## src/rtl/hash_timestamp_record_packer_assert.svh

```systemverilog
// ------------------------------------------------------------------------
// Assertion macros for the hash timestamp record packer
// Shared property forms, clocked on aclk and disabled during reset.
// ------------------------------------------------------------------------
`ifndef HASH_TIMESTAMP_RECORD_PACKER_ASSERT_SVH
`define HASH_TIMESTAMP_RECORD_PACKER_ASSERT_SVH

// Same-cycle implication.
`define HTP_ASSERT_NOW(lbl, a, b, msg) \
    lbl: assert property (@(posedge aclk) disable iff (!aresetn) (a) |-> (b)) \
        else $error(msg);

// Next-cycle implication.
`define HTP_ASSERT_NEXT(lbl, a, b, msg) \
    lbl: assert property (@(posedge aclk) disable iff (!aresetn) (a) |=> (b)) \
        else $error(msg);

`endif

```

## src/rtl/htp_pkg.sv

```systemverilog
// ------------------------------------------------------------------------
// Hash timestamp record packer package
// Shared constants and the queue entry type.
// ------------------------------------------------------------------------
package htp_pkg;

    localparam int HEADER_BYTES     = 12;
    localparam int MAX_PACKET_BYTES = 1024;
    localparam logic [31:0] USEC_PER_SEC = 32'd1000000;

    localparam logic [15:0] SCALE_RESET = 16'd100;
    localparam logic [2:0]  LEN_RESET   = 3'd2;
    localparam logic [2:0]  LEN_MAX     = 3'd4;

    localparam logic REG_TIME_SCALE   = 1'b0;
    localparam logic REG_STAMP_LENGTH = 1'b1;

    localparam logic KIND_HEADER = 1'b0;
    localparam logic KIND_RECORD = 1'b1;

    // One classified capture event, as it waits between front and back.
    typedef struct packed {
        logic [31:0] seconds;
        logic [19:0] microseconds;
        logic [31:0] hash;
        logic        direction;
        logic [2:0]  len;    // stamp length, clamped to 0..4
        logic [15:0] scale;  // time scale, zero replaced by one
    } item_t;

endpackage

```

## src/rtl/htp_front.sv

```systemverilog
// ------------------------------------------------------------------------
// Packer front end
// Accepts capture events, normalizes the stamp settings with each one and
// holds them in a two-entry queue for the back end.
// ------------------------------------------------------------------------
module htp_front (
    input  logic                 aclk,
    input  logic                 aresetn,
    input  logic                 s_valid,
    output logic                 s_ready,
    input  logic [31:0]          s_capture_seconds,
    input  logic [19:0]          s_capture_microseconds,
    input  logic [31:0]          s_packet_hash,
    input  logic                 s_flow_direction,
    input  logic [15:0]          time_scale,
    input  logic [2:0]           stamp_length,
    output logic                 q_valid,
    output htp_pkg::item_t       q_item,
    input  logic                 q_pop
);

    htp_pkg::item_t entry_reg [2];
    logic           wr_ptr_reg;
    logic           rd_ptr_reg;
    logic [1:0]     count_reg;
    htp_pkg::item_t in_item;
    logic           push;

    always_comb begin
        in_item.seconds      = s_capture_seconds;
        in_item.microseconds = s_capture_microseconds;
        in_item.hash         = s_packet_hash;
        in_item.direction    = s_flow_direction;
        in_item.len          = (stamp_length > htp_pkg::LEN_MAX) ? htp_pkg::LEN_MAX
                                                                 : stamp_length;
        in_item.scale        = (time_scale == 16'd0) ? 16'd1 : time_scale;
    end

    assign s_ready = (count_reg != 2'd2);
    assign push    = s_valid && s_ready;
    assign q_valid = (count_reg != 2'd0);
    assign q_item  = entry_reg[rd_ptr_reg];

    always_ff @(posedge aclk) begin
        if (push) begin
            entry_reg[wr_ptr_reg] <= in_item;
        end
        if (!aresetn) begin
            wr_ptr_reg <= 1'b0;
            rd_ptr_reg <= 1'b0;
            count_reg  <= 2'd0;
        end else begin
            if (push) begin
                wr_ptr_reg <= ~wr_ptr_reg;
            end
            if (q_pop) begin
                rd_ptr_reg <= ~rd_ptr_reg;
            end
            count_reg <= count_reg + 2'(push) - 2'(q_pop);
        end
    end

endmodule

```

## src/rtl/htp_div.sv

```systemverilog
// ------------------------------------------------------------------------
// Packer divider
// Restoring divider, 32-bit dividend by 16-bit divisor, one quotient bit
// per cycle.
// ------------------------------------------------------------------------
module htp_div (
    input  logic        aclk,
    input  logic        aresetn,
    input  logic        start,
    input  logic [31:0] dividend,
    input  logic [15:0] divisor,
    output logic        done,
    output logic [31:0] quotient
);

    logic [31:0] quo_reg;
    logic [16:0] rem_reg;
    logic [15:0] dsr_reg;
    logic [5:0]  cnt_reg;
    logic        busy_reg;
    logic        done_reg;
    logic [16:0] rem_shift;
    logic        take;

    assign rem_shift = {rem_reg[15:0], quo_reg[31]};
    assign take      = (rem_shift >= {1'b0, dsr_reg});
    assign done      = done_reg;
    assign quotient  = quo_reg;

    always_ff @(posedge aclk) begin
        if (!aresetn) begin
            busy_reg <= 1'b0;
            done_reg <= 1'b0;
            cnt_reg  <= 6'd0;
        end else begin
            done_reg <= 1'b0;
            if (start) begin
                busy_reg <= 1'b1;
                cnt_reg  <= 6'd0;
                quo_reg  <= dividend;
                rem_reg  <= 17'd0;
                dsr_reg  <= divisor;
            end else if (busy_reg) begin
                rem_reg <= take ? (rem_shift - {1'b0, dsr_reg}) : rem_shift;
                quo_reg <= {quo_reg[30:0], take};
                cnt_reg <= cnt_reg + 6'd1;
                if (cnt_reg == 6'd31) begin
                    busy_reg <= 1'b0;
                    done_reg <= 1'b1;
                end
            end
        end
    end

endmodule

```

## src/rtl/htp_back.sv

```systemverilog
// ------------------------------------------------------------------------
// Packer back end
// Takes queued events, works out the stamp, decides on packet starts and
// delivers header and record items through an output register.
// ------------------------------------------------------------------------
`include "hash_timestamp_record_packer_assert.svh"

module htp_back #(
    parameter int MAX_PACKET_BYTES = htp_pkg::MAX_PACKET_BYTES
) (
    input  logic           aclk,
    input  logic           aresetn,
    input  logic           q_valid,
    input  htp_pkg::item_t q_item,
    output logic           q_pop,
    input  logic           m_ready,
    output logic           m_valid,
    output logic           m_item_kind,
    output logic           m_closes_previous,
    output logic [2:0]     m_stamp_code,
    output logic [31:0]    m_header_seconds,
    output logic [19:0]    m_header_microseconds,
    output logic [31:0]    m_record_hash,
    output logic [63:0]    m_record_stamp,
    output logic [3:0]     m_record_stamp_bytes,
    output logic           m_last
);

    localparam logic [15:0] FLUSH_LIMIT = 16'(MAX_PACKET_BYTES - htp_pkg::HEADER_BYTES);
    localparam logic [15:0] HDR_BYTES   = 16'(htp_pkg::HEADER_BYTES);

    typedef enum logic [2:0] {
        S_IDLE, S_PREP, S_MUL, S_DIV1, S_DIV2, S_EMIT
    } state_t;

    state_t         st_reg;
    htp_pkg::item_t it_reg;
    logic           open_reg;
    logic           flush_reg;
    logic [31:0]    diff_reg;
    logic [31:0]    pv_usec_reg;
    logic [31:0]    t_reg;
    logic [31:0]    q1_reg;
    logic [31:0]    offset_reg;
    logic [15:0]    fill_reg;
    logic [31:0]    prev_sec_reg;
    logic [19:0]    prev_usec_reg;

    logic           m_valid_reg;
    logic           m_kind_reg;
    logic           m_closes_reg;
    logic [2:0]     m_code_reg;
    logic [31:0]    m_hsec_reg;
    logic [19:0]    m_husec_reg;
    logic [31:0]    m_hash_reg;
    logic [63:0]    m_stamp_reg;
    logic [3:0]     m_nbytes_reg;
    logic           m_last_reg;

    logic           div_start;
    logic [31:0]    div_dividend;
    logic           div_done;
    logic [31:0]    div_quo;

    logic           open_now;
    logic [15:0]    fill_base;
    logic [31:0]    offset_next;
    logic           fits;
    logic [31:0]    off_eff;
    logic [63:0]    stamp;
    logic [3:0]     nbytes;
    logic           out_free;

    htp_div u_div (
        .aclk     (aclk),
        .aresetn  (aresetn),
        .start    (div_start),
        .dividend (div_dividend),
        .divisor  (it_reg.scale),
        .done     (div_done),
        .quotient (div_quo)
    );

    assign div_start    = ((st_reg == S_MUL) && (it_reg.len != 3'd0))
                       || ((st_reg == S_DIV1) && div_done);
    assign div_dividend = (st_reg == S_MUL) ? (diff_reg * htp_pkg::USEC_PER_SEC
                                               + 32'(it_reg.microseconds))
                                            : pv_usec_reg;

    assign open_now    = (fill_reg == 16'd0);
    assign fill_base   = open_now ? HDR_BYTES : fill_reg;
    assign offset_next = q1_reg - div_quo;
    assign q_pop       = (st_reg == S_IDLE) && q_valid;
    assign out_free    = !m_valid_reg || m_ready;

    always_comb begin
        case (it_reg.len)
            3'd1:    fits = (offset_next[31:7] == 25'd0);
            3'd2:    fits = (offset_next[31:15] == 17'd0);
            3'd3:    fits = (offset_next[31:23] == 9'd0);
            default: fits = !offset_next[31];
        endcase
    end

    assign off_eff = flush_reg ? 32'd0 : offset_reg;

    always_comb begin
        case (it_reg.len)
            3'd0: begin
                stamp  = {it_reg.direction, it_reg.seconds[30:0], 12'd0,
                          it_reg.microseconds};
                nbytes = 4'd8;
            end
            3'd1: begin
                stamp  = {56'd0, it_reg.direction, off_eff[6:0]};
                nbytes = 4'd1;
            end
            3'd2: begin
                stamp  = {48'd0, it_reg.direction, off_eff[14:0]};
                nbytes = 4'd2;
            end
            3'd3: begin
                stamp  = {40'd0, it_reg.direction, off_eff[22:0]};
                nbytes = 4'd3;
            end
            default: begin
                stamp  = {32'd0, it_reg.direction, off_eff[30:0]};
                nbytes = 4'd4;
            end
        endcase
    end

    always_ff @(posedge aclk) begin
        if (!aresetn) begin
            st_reg        <= S_IDLE;
            m_valid_reg   <= 1'b0;
            fill_reg      <= 16'd0;
            prev_sec_reg  <= 32'd0;
            prev_usec_reg <= 20'd0;
            open_reg      <= 1'b0;
            flush_reg     <= 1'b0;
        end else begin
            if (m_ready && (st_reg != S_EMIT)) begin
                m_valid_reg <= 1'b0;
            end
            case (st_reg)
                S_IDLE: begin
                    if (q_valid) begin
                        it_reg <= q_item;
                        st_reg <= S_PREP;
                    end
                end
                S_PREP: begin
                    open_reg    <= open_now;
                    flush_reg   <= (fill_base > FLUSH_LIMIT);
                    diff_reg    <= it_reg.seconds
                                 - (open_now ? it_reg.seconds : prev_sec_reg);
                    pv_usec_reg <= 32'(open_now ? it_reg.microseconds : prev_usec_reg);
                    st_reg      <= S_MUL;
                end
                S_MUL: begin
                    st_reg <= (it_reg.len == 3'd0) ? S_EMIT : S_DIV1;
                end
                S_DIV1: begin
                    if (div_done) begin
                        q1_reg <= div_quo;
                        st_reg <= S_DIV2;
                    end
                end
                S_DIV2: begin
                    if (div_done) begin
                        offset_reg <= offset_next;
                        flush_reg  <= flush_reg || !fits;
                        st_reg     <= S_EMIT;
                    end
                end
                S_EMIT: begin
                    if (out_free) begin
                        m_valid_reg <= 1'b1;
                        if (open_reg || flush_reg) begin
                            m_kind_reg   <= htp_pkg::KIND_HEADER;
                            m_closes_reg <= !open_reg;
                            m_code_reg   <= it_reg.len;
                            m_hsec_reg   <= it_reg.seconds;
                            m_husec_reg  <= it_reg.microseconds;
                            m_hash_reg   <= 32'd0;
                            m_stamp_reg  <= 64'd0;
                            m_nbytes_reg <= 4'd0;
                            m_last_reg   <= 1'b0;
                            if (open_reg) begin
                                open_reg <= 1'b0;
                            end else begin
                                // The first record of a new packet has offset zero.
                                flush_reg  <= 1'b0;
                                fill_reg   <= HDR_BYTES;
                                offset_reg <= 32'd0;
                            end
                            if (open_reg) begin
                                fill_reg <= HDR_BYTES;
                            end
                        end else begin
                            m_kind_reg   <= htp_pkg::KIND_RECORD;
                            m_closes_reg <= 1'b0;
                            m_code_reg   <= 3'd0;
                            m_hsec_reg   <= 32'd0;
                            m_husec_reg  <= 20'd0;
                            m_hash_reg   <= it_reg.hash;
                            m_stamp_reg  <= stamp;
                            m_nbytes_reg <= nbytes;
                            m_last_reg   <= 1'b1;
                            fill_reg     <= fill_reg + 16'd4 + 16'(nbytes);
                            st_reg       <= S_IDLE;
                        end
                    end
                end
                default: st_reg <= S_IDLE;
            endcase
            // Previous time follows every offset-mode event, and every packet
            // start in absolute mode.
            if ((st_reg == S_EMIT) && out_free && !open_reg && !flush_reg) begin
                if ((it_reg.len != 3'd0) || (fill_reg == HDR_BYTES)) begin
                    prev_sec_reg  <= it_reg.seconds;
                    prev_usec_reg <= it_reg.microseconds;
                end
            end
        end
    end

    assign m_valid               = m_valid_reg;
    assign m_item_kind           = m_kind_reg;
    assign m_closes_previous     = m_closes_reg;
    assign m_stamp_code          = m_code_reg;
    assign m_header_seconds      = m_hsec_reg;
    assign m_header_microseconds = m_husec_reg;
    assign m_record_hash         = m_hash_reg;
    assign m_record_stamp        = m_stamp_reg;
    assign m_record_stamp_bytes  = m_nbytes_reg;
    assign m_last                = m_last_reg;

    `HTP_ASSERT_NOW(a_record_last, m_valid_reg && m_kind_reg, m_last_reg, "record without last")
    `HTP_ASSERT_NOW(a_header_not_last, m_valid_reg && !m_kind_reg, !m_last_reg, "header with last")
    `HTP_ASSERT_NOW(a_div_done_state, div_done, st_reg == S_DIV1 || st_reg == S_DIV2, "stray divide")
    `HTP_ASSERT_NEXT(a_pop_prep, q_pop, st_reg == S_PREP, "pop without prep")

endmodule

```

## src/rtl/hash_timestamp_record_packer.sv

```systemverilog
// ------------------------------------------------------------------------
// Hash timestamp record packer
// Packs per-packet hash records with absolute or offset stamps into
// report packets, emitting a header item at the start of each packet.
// ------------------------------------------------------------------------
// Each accepted capture event yields a record item, preceded by a header
// item when a report packet is opened. In absolute mode (stamp_length 0) an
// event passes the back end's idle, prep, multiply and emit states. In
// offset mode the stamp needs two 32-bit by 16-bit divisions by time_scale
// on a shared one-bit-per-cycle divider. A header item is emitted ahead of
// its record, and a result that waits for its transfer holds the back end
// until it completes. A two-entry queue sits between the front end and the
// back end, so new transfers are taken while an event is being worked on
// and the queue has room, and an output register holds each result until
// its transfer completes.
module hash_timestamp_record_packer #(
    parameter int MAX_PACKET_BYTES = htp_pkg::MAX_PACKET_BYTES
) (
    input  logic        aclk,
    input  logic        aresetn,
    // Configuration port: time_scale at 0x0, stamp_length at 0x4.
    input  logic        psel,
    input  logic        penable,
    input  logic        pwrite,
    input  logic [2:0]  paddr,
    input  logic [31:0] pwdata,
    output logic [31:0] prdata,
    output logic        pready,
    // Capture event channel.
    input  logic        s_valid,
    output logic        s_ready,
    input  logic [31:0] s_capture_seconds,
    input  logic [19:0] s_capture_microseconds,
    input  logic [31:0] s_packet_hash,
    input  logic        s_flow_direction,
    // Result item channel.
    output logic        m_valid,
    input  logic        m_ready,
    output logic        m_item_kind,
    output logic        m_closes_previous,
    output logic [2:0]  m_stamp_code,
    output logic [31:0] m_header_seconds,
    output logic [19:0] m_header_microseconds,
    output logic [31:0] m_record_hash,
    output logic [63:0] m_record_stamp,
    output logic [3:0]  m_record_stamp_bytes,
    output logic        m_last
);

    logic [15:0]    time_scale_reg;
    logic [2:0]     stamp_length_reg;
    logic           q_valid;
    logic           q_pop;
    htp_pkg::item_t q_item;

    // The register file decodes on the word address bit only.
    assign pready = 1'b1;
    assign prdata = (paddr[2] == htp_pkg::REG_STAMP_LENGTH) ? {29'd0, stamp_length_reg}
                                                            : {16'd0, time_scale_reg};

    always_ff @(posedge aclk) begin
        if (!aresetn) begin
            time_scale_reg   <= htp_pkg::SCALE_RESET;
            stamp_length_reg <= htp_pkg::LEN_RESET;
        end else if (psel && penable && pwrite) begin
            if (paddr[2] == htp_pkg::REG_TIME_SCALE) begin
                time_scale_reg <= pwdata[15:0];
            end else begin
                stamp_length_reg <= pwdata[2:0];
            end
        end
    end

    // The front end snapshots the normalized settings with each event.
    htp_front u_front (
        .aclk                   (aclk),
        .aresetn                (aresetn),
        .s_valid                (s_valid),
        .s_ready                (s_ready),
        .s_capture_seconds      (s_capture_seconds),
        .s_capture_microseconds (s_capture_microseconds),
        .s_packet_hash          (s_packet_hash),
        .s_flow_direction       (s_flow_direction),
        .time_scale             (time_scale_reg),
        .stamp_length           (stamp_length_reg),
        .q_valid                (q_valid),
        .q_item                 (q_item),
        .q_pop                  (q_pop)
    );

    // The back end keeps the packet fill and the previous stamp time.
    htp_back #(
        .MAX_PACKET_BYTES (MAX_PACKET_BYTES)
    ) u_back (
        .aclk                  (aclk),
        .aresetn               (aresetn),
        .q_valid               (q_valid),
        .q_item                (q_item),
        .q_pop                 (q_pop),
        .m_ready               (m_ready),
        .m_valid               (m_valid),
        .m_item_kind           (m_item_kind),
        .m_closes_previous     (m_closes_previous),
        .m_stamp_code          (m_stamp_code),
        .m_header_seconds      (m_header_seconds),
        .m_header_microseconds (m_header_microseconds),
        .m_record_hash         (m_record_hash),
        .m_record_stamp        (m_record_stamp),
        .m_record_stamp_bytes  (m_record_stamp_bytes),
        .m_last                (m_last)
    );

endmodule
```

## config.mk

```make
export PLATFORM = sky130hd
export DESIGN_NAME = hash_timestamp_record_packer
export DESIGN_NICKNAME = d
export VERILOG_FILES = /design/src/rtl/htp_pkg.sv /design/src/rtl/htp_front.sv /design/src/rtl/htp_div.sv /design/src/rtl/htp_back.sv /design/src/rtl/hash_timestamp_record_packer.sv
export VERILOG_INCLUDE_DIRS = /design/src /design/src/rtl
export SDC_FILE = /design/constraint.sdc
export NUM_CORES = 1
export LEC_CHECK = 0
export BUFFER_PORTS_ARGS = -buffer_cell sky130_fd_sc_hd__buf_2
export CELL_PAD_IN_SITES_DETAIL_PLACEMENT = 1
export CELL_PAD_IN_SITES_GLOBAL_PLACEMENT = 1
export CORE_UTILIZATION = 53
export DETAILED_ROUTE_END_ITERATION = 6
export MAX_ROUTING_LAYER = met4
export PLACE_DENSITY = 0.86
export SETUP_SLACK_MARGIN = 0.3
export SLEW_MARGIN = 10
export SYNTH_ARGS = -nofsm -noshare
export SYNTH_HDL_FRONTEND = slang
export SYNTH_SLANG_ARGS = --single-unit
```

## constraint.sdc

```tcl
create_clock -name aclk -period 9.35 [get_ports aclk]
set_input_delay 1.4025 -clock aclk [delete_from_list [all_inputs] [get_ports aclk]]
set_output_delay 1.4025 -clock aclk [all_outputs]
set_load 0.005 [all_outputs]
```

==> results.py, run 1 <==
metrics = {
    "outcome": {
        "status": "completed",
    },
    "timing": {
        "max_freq_mhz": 151,
        "finalCritPeriodShare": 0.709,
        "relSlewSlack": 0.205,
        "rsz0062_at_grt": "no",
        "clock_skew_ns": 0.0319,
        "setup_tns_ns": 0,
        "final-setup-viol-count": 0,
        "final_max_slew_viol_count": 0,
        "hold_viol": 0,
        "worst_pin_slew_ns": 1.19,
        "period_needed_ns": 6.63,
    },
    "worst_setup_path": {
        "cp-startpoint": "u_back.diff_reg[1]",
        "end_kind": "flop",
        "required_ns": 9.73,
        "worst-setup-path-type": "reg -> reg",
        "cp_max_fo": 8,
        "startpoint_type": "flop",
        "reg2reg_from": "u_back.diff_reg[1]",
        "cp.arrival_ns": 7.01,
    },
    "die": {
        "initial_utilization": 0.535,
        "die_x_um": 262,
        "die_h_um": 262,
        "dieArea_um2": 68700,
        "rows": 95,
        "core-area_um2": 67000,
        "pin_count": 320,
    },
    "placement": {
        "numPortBuffers": 284,
        "place_congestion": 0.888,
        "dpl.hpwl_um": 67400,
    },
    "synth": {
        "yosysUniqueCellTypes": 86,
        "synth_area_um2": 35900,
        "avgSynthCellArea_um2": 12.8,
        "synth_edf_count": 642,
        "async_flop_share": 0,
        "yosys_warnings": 0,
        "yosysSeqAreaShare": 0.593,
        "synth-seq-cells": 741,
        "netlist_instances": 2808,
        "synth-main-ff-cell": "edfxtp_1",
    },
    "grt": {
        "grt_pass1_vias": 25350,
        "grt_use_total": 0.289,
        "grt_pass1_wl_um": 147000,
        "grt.overflow.total": 0,
        "grt_antenna_before_repair": 8,
        "grt_max_degree": 93,
    },
    "detailed_routing": {
        "via_count": 23312,
        "dr.pass1.iters": 7,
        "wl_per_cell_um": 24.1,
        "antenna_left": 0,
        "routed_via_density": 5.79,
        "drc": 0,
        "drtIter0Drc": 1637,
        "drt-total-wl_um": 96800,
    },
    "worst_hold_path": {
        "hp-class": "reg -> reg",
        "hold_start": "u_back.it_reg[4]",
    },
    "job": {
        "drv_cap": 0,
    },
    "clocking": {
        "cts_hold_buf": 0,
        "cts_resized": 0,
        "cts_setup_buffers": 0,
        "insertion_delay_ns": 0.65,
        "path_clk_slew_ns": 0.06,
        "ctsRootBufferMaster": "clkbuf_16",
        "cts_tree": "built",
        "cts_num_sinks": 741,
        "cts.path.max_buffers": 3,
        "cts_buffers": 78,
        "htree_levels": 3,
    },
    "layout": {
        "area_growth_pct": 13.6,
        "nNetsFinal": 3440,
        "layout-drive-gt1-share": 0.188,
        "fillerInstances": 6679,
        "largest_reg_flops": 208,
    },
}
[critical path: stages (launching register included)]
cell       delay (ns)
edfxtp_1         0.53
inv_1            0.22
fa_1             0.57
inv_1            0.06
fa_1             0.51
fa_1             0.53
fa_1             0.43
ha_1             0.29
inv_1            0.05
fa_1             0.50
inv_1            0.05
ha_1             0.40
nand2b_1         0.10
a2111oi_0        0.49
a211o_1          0.17
a311o_1          0.19
and2_1           0.21
nand4_1          0.16
nor4_2           0.39
nand4_1          0.18
xnor2_1          0.16
a22o_1           0.19
[placed cells by master (no fill, tap or decap), drive strengths merged, types with 68 or more instances in the layout]
cell type / n
ha: 164
dfxtp: 99
buf: 303
nor2: 150
edfxtp: 642
a21oi: 103
inv: 215
xnor2: 68
and2: 113
a21boi: 70
clkbuf: 101
nand2: 223
mux2: 128
fa: 71
[cells in the mapped netlist (29+ instances only)]
cell type	n	area, µm²
a21o_1	43	323
nor3_1	29	145
dfxtp_1	99	1980
inv_1	211	792
a21oi_1	102	510
edfxtp_1	642	19300
a21boi_0	67	503
xnor2_1	68	596
clkbuf_1	101	379
and2_1	112	701
nor2_1	149	559
nand2_1	223	837
o21ai_0	55	275
mux2i_1	41	410
fa_1	71	1420
and3_1	54	338
nor2b_1	47	294
xor2_1	42	368
mux2_2	128	1440
ha_1	164	2050
[cell type report]
class,instances,area (µm²),share of cell area
inverters,211,792,0.0194
well taps,873,1090,0.0268
repair buffers,303,1560,0.0384
clock buffers,101,2120,0.0520
multi-input cells,1743,13400,0.328
clock inverters,43,522,0.0128
flip-flops and latches,741,21300,0.522
diodes,8,20.0,0.000491
[final timing paths]
check                                                  to  slack (ns)  depth (start not counted)
worst max-delay path            u_back.u_div.quotient[31]        2.72                         21
worst min-delay path              u_back.u_div.dsr_reg[4]        0.42                          0
worst max register to register  u_back.u_div.quotient[31]        2.72                         21
worst min register to register    u_back.u_div.dsr_reg[4]        0.42                          0
[stage by stage]
stage	setup slack, ns	util	hold slack [ns]	instance area [µm²]	std cells
after floorplan	2.66	-	0.400	35900	2823
after global placement	2.92	0.568	0.403	38100	3871
after detailed placement	2.75	0.568	0.408	38100	3871
after CTS	2.72	0.607	0.418	40700	4015
after global routing	2.41	0.608	0.421	40700	4022
final	2.72	0.608	0.418	40700	4023
[cells by family after synthesis]
logic type      after synthesis  synth area share
compound gates              467            0.0900
xor+xnor                    110            0.0269
fa+ha+maj                   235            0.0968
buf+inv                     339            0.0374
flops                       741             0.593
mux                         169            0.0516
other cells                   2          0.000209
simple gates                745             0.104
[metal layers]
metal / track usage / share of wire / wire (µm) / vias to the layer above
met5: - / 0 / 0 / -
met4: 0.0917 / 0.026 / 2560 / 0
met3: 0.0601 / 0.066 / 6360 / 155
met2: 0.492 / 0.51 / 49600 / 685
met1: 0.343 / 0.40 / 38300 / 11836
li1: - / - / - / 10636
Power of run 1 is not shown: default switching activity piles up to over one toggle a cycle in this logic, so the estimate is an artifact.
==> run 2: changes to the inputs <==
Settings changed: CORE_UTILIZATION 53 to 49, PLACE_DENSITY 0.86 to 0.8.
Clock period 9.35 ns to 6.42 ns, I/O delays scaled along.
==> run 2 against run 1 <==
Effect of this change:
- critical path depth down 2
- clock skew up 0.0020 ns
- die area up 8.1%
- fmax up 12%
- wire length down 2.3%
- non-clock buffer count up 18
- sequential share of layout area down 0.51 points
- first-iteration DRC count down 16%
- global-route usage down 2.8 points
- utilization down 3.6 points
- worst setup slack worse by 2.2 ns
==> results.py, run 2 (synthesized netlist as in run 1, its figures left out) <==
metrics = {
    "worst_setup_path": {
        "cp_slowest_cell": "fa_1",
        "worst-setup-path-type": "reg -> reg",
        "end_kind": "flop",
        "startpoint_type": "flop",
        "required_ns": 6.78,
        "cp_max_fo": 5,
        "cpMostUsedCell": "fa_1",
        "crit_path_max_incr_delay_ns": 0.57,
        "worstPathCellList": "inv_1 > fa_1 > fa_1 > inv_1 > fa_1 > fa_1 > ha_1 > inv_1 > fa_1 > inv_1 > ha_1 > and2_1 > a31o_2 > nor4_4 > nor2_1 > xnor2_2 > nand4_1 > xnor2_1 > a22o_1",
        "cp.arrival_ns": 6.28,
        "reg2reg_from": "u_back.diff_reg[9]",
        "cp-startpoint": "u_back.diff_reg[9]",
        "rrSetupSlack_ns": 0.50,
    },
    "die": {
        "initial_utilization": 0.498,
        "rows": 98,
        "die_x_um": 273,
        "core-area_um2": 72000,
        "pin_count": 320,
        "dieArea_um2": 74300,
        "die_h_um": 273,
    },
    "detailed_routing": {
        "antenna_left": 0,
        "drtIter0Drc": 1369,
        "drt-total-wl_um": 94500,
        "dr.pass1.iters": 5,
        "drc": 0,
        "wl_per_cell_um": 22.9,
        "via_count": 23124,
        "routed_via_density": 5.61,
    },
    "timing": {
        "setup_ws_ns": 0.498,
        "finalCritPeriodShare": 0.922,
        "relSlewSlack": 0.248,
        "clock_skew_ns": 0.0339,
        "final-setup-viol-count": 0,
        "final_max_slew_viol_count": 0,
        "period_needed_ns": 5.92,
        "hold_viol": 0,
        "max_freq_mhz": 169,
        "rsz0062_at_grt": "no",
        "setup_tns_ns": 0,
        "worst_pin_slew_ns": 1.13,
    },
    "grt": {
        "grt_use_total": 0.261,
        "grt_pass1_vias": 25170,
        "grt.overflow.total": 0,
        "grt_antenna_before_repair": 6,
        "grt_max_degree": 101,
        "grt_pass1_wl_um": 145000,
    },
    "worst_hold_path": {
        "hp-class": "reg -> reg",
        "hold_start": "u_back.it_reg[12]",
    },
    "layout": {
        "layout-drive-gt1-share": 0.202,
        "largest_reg_flops": 208,
        "final_cell_mix": "642 x edfxtp_1, 284 x buf_2, 222 x nand2_1, 201 x inv_1, 157 x ha_1",
        "nNetsFinal": 3459,
        "utilization": 0.572,
        "mostFrequentLayoutCell": "edfxtp_1",
        "area_growth_pct": 14.7,
        "fillerInstances": 7174,
    },
    "clocking": {
        "cts_tree": "built",
        "ctsRootBufferMaster": "clkbuf_16",
        "htree_levels": 3,
        "cts_num_sinks": 741,
        "cts_hold_buf": 0,
        "insertion_delay_ns": 0.64,
        "cts.path.max_buffers": 3,
        "cts_buffers": 79,
        "path_clk_slew_ns": 0.06,
    },
    "job": {
        "drv_cap": 0,
    },
    "placement": {
        "dpl.hpwl_um": 66900,
        "pre_cts_slack_ns": 0.153,
        "numPortBuffers": 284,
        "place_congestion": 0.892,
    },
    "outcome": {
        "status": "completed",
    },
}
==> run 2: cell types whose count changed in the layout (fill, tap and decap cells not counted), moves of 4 or more <==
cell,before,now
clkinv_2,12,6
inv_1,210,201
clkinv_4,4,0
inv_2,1,10
buf_4,19,35
clkbuf_1,15,26
ha_4,0,4
ha_1,164,157
==> run 2: path summary, 6_finish.rpt <==
| check | end | cells after the start |
|---|---|---|
| worst min-delay path | u_back.u_div.dsr_reg[12] | 0 |
| worst max-delay path | u_back.u_div.quotient[30] | 19 |
| worst max register to register | u_back.u_div.quotient[30] | 19 |
| worst min register to register | u_back.u_div.dsr_reg[12] | 0 |
==> run 2: layer usage <==
layer	track usage	vias up	part of all wire
li1	-	10684	-
met1	0.314	11754	0.41
met2	0.448	537	0.51
met3	0.0516	149	0.058
met4	0.0710	0	0.022
met5	-	-	0
==> run 2: timing repair <==
| action | CTS | global route |
|---|---|---|
| resized for setup | 11 | 38 |
| hold endpoints to repair | 0 | 0 |
| endpoints found under the setup margin | 7 | 7 |
| gates cloned | 0 | 0 |
| setup buffers | 1 | 5 |
| pin swaps | 3 | 24 |
==> run 2: area by class of cell <==
type | instances | area, µm² | area share
Antenna cell | 6 | 15.0 | 0.000365
Clock buffer | 111 | 2160 | 0.0524
Timing Repair Buffer | 321 | 1720 | 0.0419
Clock inverter | 37 | 443 | 0.0108
Tap cell | 950 | 1190 | 0.0289
Multi-Input combinational cell | 1743 | 13600 | 0.330
Sequential cell | 741 | 21300 | 0.517
Inverter | 211 | 792 | 0.0193
==> run 2: worst max-delay path: cells and delay by family, from the launching register on <==
kind	cells	cell delay [ns]
compound gates	2	0.47
xor+xnor	2	0.39
fa+ha+maj	7	3.18
buf+inv	4	0.40
flops	1	0.52
simple gates	4	0.70
==> run 2: per-stage QoR <==
stage	hold slack, ns	instances	instance area, µm²
after floorplan	0.400	2823	35900
final	0.417	4120	41100
after global placement	0.403	3960	38300
after CTS	0.421	4109	40900
after detailed placement	0.408	3960	38300
after global routing	0.427	4119	41100
Power of run 2 is left out for the same reason.
==> run 3: changes to the inputs <==
Settings changed: CORE_ASPECT_RATIO set to 0.7, MAX_ROUTING_LAYER met4 to unset.
==> run 3 against run 2 <==
Effect of this change:
- the run now ends with design-rule violations left
- sequential share of layout area about the same
- worst setup slack got worse by 0.082 ns
- global-route usage increased by 0.22 points
- clock-buffer cell count decreased by 12
- non-clock buffer count increased by 15
- die area about the same
- register-to-register slack got worse by 0.08 ns
- largest cell class unchanged
==> results.py, run 3 (synthesized netlist as in run 1, its figures left out) <==
metrics = {
    "layout": {
        "mostFrequentLayoutCell": "edfxtp_1",
        "layout-drive-gt1-share": 0.210,
        "area_growth_pct": 14.8,
        "final_cells": 4134,
        "nNetsFinal": 3468,
        "largest_reg_flops": 208,
        "final_cell_mix": "642 x edfxtp_1, 284 x buf_2, 222 x nand2_1, 202 x inv_1, 156 x ha_1",
    },
    "job": {
        "drv_cap": 0,
    },
    "placement": {
        "numPortBuffers": 284,
        "dpl.hpwl_um": 67800,
        "dp.cells": 3980,
        "place_congestion": 0.903,
        "pre_cts_slack_ns": -0.0228,
    },
    "timing": {
        "hold_viol": 0,
        "period_needed_ns": 6.00,
        "relSlewSlack": 0.199,
        "setup_ws_ns": 0.416,
        "finalCritPeriodShare": 0.935,
        "final-setup-viol-count": 0,
        "rsz0062_at_grt": "yes",
        "worst_pin_slew_ns": 1.20,
        "holdWs_ns": 0.417,
        "max_freq_mhz": 167,
        "final_max_slew_viol_count": 0,
        "clock_skew_ns": 0.0379,
        "setup_tns_ns": 0,
    },
    "grt": {
        "grt_antenna_before_repair": 4,
        "grt_max_degree": 106,
        "grt_pass1_wl_um": 150000,
        "grt_use_total": 0.264,
        "grt.overflow.total": 0,
        "grt_pass1_vias": 24971,
    },
    "worst_setup_path": {
        "cp.arrival_ns": 6.37,
        "required_ns": 6.79,
        "end_kind": "flop",
        "worstPathCellList": "inv_1 > fa_1 > inv_1 > fa_1 > fa_1 > fa_1 > ha_1 > inv_1 > fa_1 > inv_1 > ha_2 > and3_1 > a221o_1 > a311oi_2 > nand4_1 > nor4_2 > nand4_1 > xnor2_1 > a22o_1",
        "worst-setup-path-type": "reg -> reg",
        "rrSetupSlack_ns": 0.42,
        "cp_max_fo": 6,
        "startpoint_type": "flop",
        "reg2reg_from": "u_back.diff_reg[7]",
        "cp_slowest_cell": "fa_1",
        "r2r-end": "u_back.u_div.quotient[31]",
        "crit_path_max_incr_delay_ns": 0.59,
        "cpMostUsedCell": "fa_1",
        "reg2reg_depth": 19,
    },
    "detailed_routing": {
        "wl_per_cell_um": 23.9,
        "antenna_left": 0,
        "dr.pass1.iters": 7,
        "via_count": 23443,
        "routed_via_density": 5.67,
        "drt-total-wl_um": 99000,
        "drtIter0Drc": 1657,
        "drc": 1,
    },
    "worst_hold_path": {
        "whs_path_depth": 0,
        "hold_start": "u_back.it_reg[10]",
        "min_to": "u_back.u_div.dsr_reg[10]",
        "hp-class": "reg -> reg",
    },
    "clocking": {
        "htree_levels": 3,
        "cts_num_sinks": 741,
        "cts_buffers": 73,
        "ctsRootBufferMaster": "clkbuf_16",
        "cts.path.max_buffers": 3,
        "insertion_delay_ns": 0.65,
        "cts_tree": "built",
        "path_clk_slew_ns": 0.06,
    },
    "outcome": {
        "violations": "design-rule violations",
        "status": "complete, but fails checks",
    },
    "die": {
        "initial_utilization": 0.498,
        "die_h_um": 228,
        "core-area_um2": 72000,
        "pin_count": 320,
        "dieArea_um2": 74300,
        "die_x_um": 325,
        "rows": 82,
    },
}
==> run 3: layout make-up <==
| cell class | instances | area, µm² |
|---|---|---|
| fill | 7245 | 30800 |
| sequential | 741 | 21300 |
| multi-input combinational | 1743 | 13700 |
| clock buffer | 99 | 2040 |
| timing repair buffer | 336 | 1840 |
| tap | 966 | 1210 |
| inverter | 211 | 792 |
| clock inverter | 36 | 365 |
| antenna | 2 | 5.00 |
==> run 3: through the flow <==
stage / cell area [µm²] / utilization
after floorplan: 35900 / -
after global placement: 38300 / 0.532
after detailed placement: 38300 / 0.532
after CTS: 40800 / 0.567
after global routing: 41200 / 0.572
final: 41200 / 0.572
==> run 3: timing repair <==
item | CTS | global route
pin swaps | 4 | 30
endpoints found under the hold margin | 0 | 0
buffers inserted | 3 | 14
gates resized for setup | 16 | 54
setup endpoints to repair | 6 | 8
hold buffers | 0 | 0
==> run 3: metal layers <==
layer | share of wire | routed length, µm | global-route usage
met1 | 0.45 | 44900 | 0.371
met3 | 0.067 | 6640 | 0.0604
met4 | 0.019 | 1840 | 0.0606
met2 | 0.46 | 45600 | 0.417
met5 | 0.00019 | 19 | 0
==> run 3: critical path: cells and delay by family (launching register included) <==
kind            cells  cell delay, ns
buf+inv             4            0.26
compound gates      3            0.80
flops               1            0.37
fa+ha+maj           7            3.16
xor+xnor            1            0.17
simple gates        4            0.95
==> run 3: how the worst max path moves through the flow <==
| stage | from | to | slack [ns] | cells past startpoint |
|---|---|---|---|---|
| 3_5_place_dp | u_back.diff_reg[4] | u_back.u_div.quotient[30] | -0.02 | 21 |
| 2_1_floorplan | u_back.diff_reg[0] | u_back.u_div.quotient[31] | 0.44 | 19 |
| 5_1_grt | u_back.diff_reg[1] | u_back.u_div.quotient[31] | 0.20 | 19 |
| 6_report | u_back.diff_reg[7] | u_back.u_div.quotient[31] | 0.42 | 19 |
| 4_1_cts | u_back.diff_reg[1] | u_back.u_div.quotient[31] | 0.31 | 19 |
| 3_3_place_gp | u_back.diff_reg[1] | u_back.u_div.quotient[31] | 0.18 | 20 |
Power of run 3 is left out for the same reason.
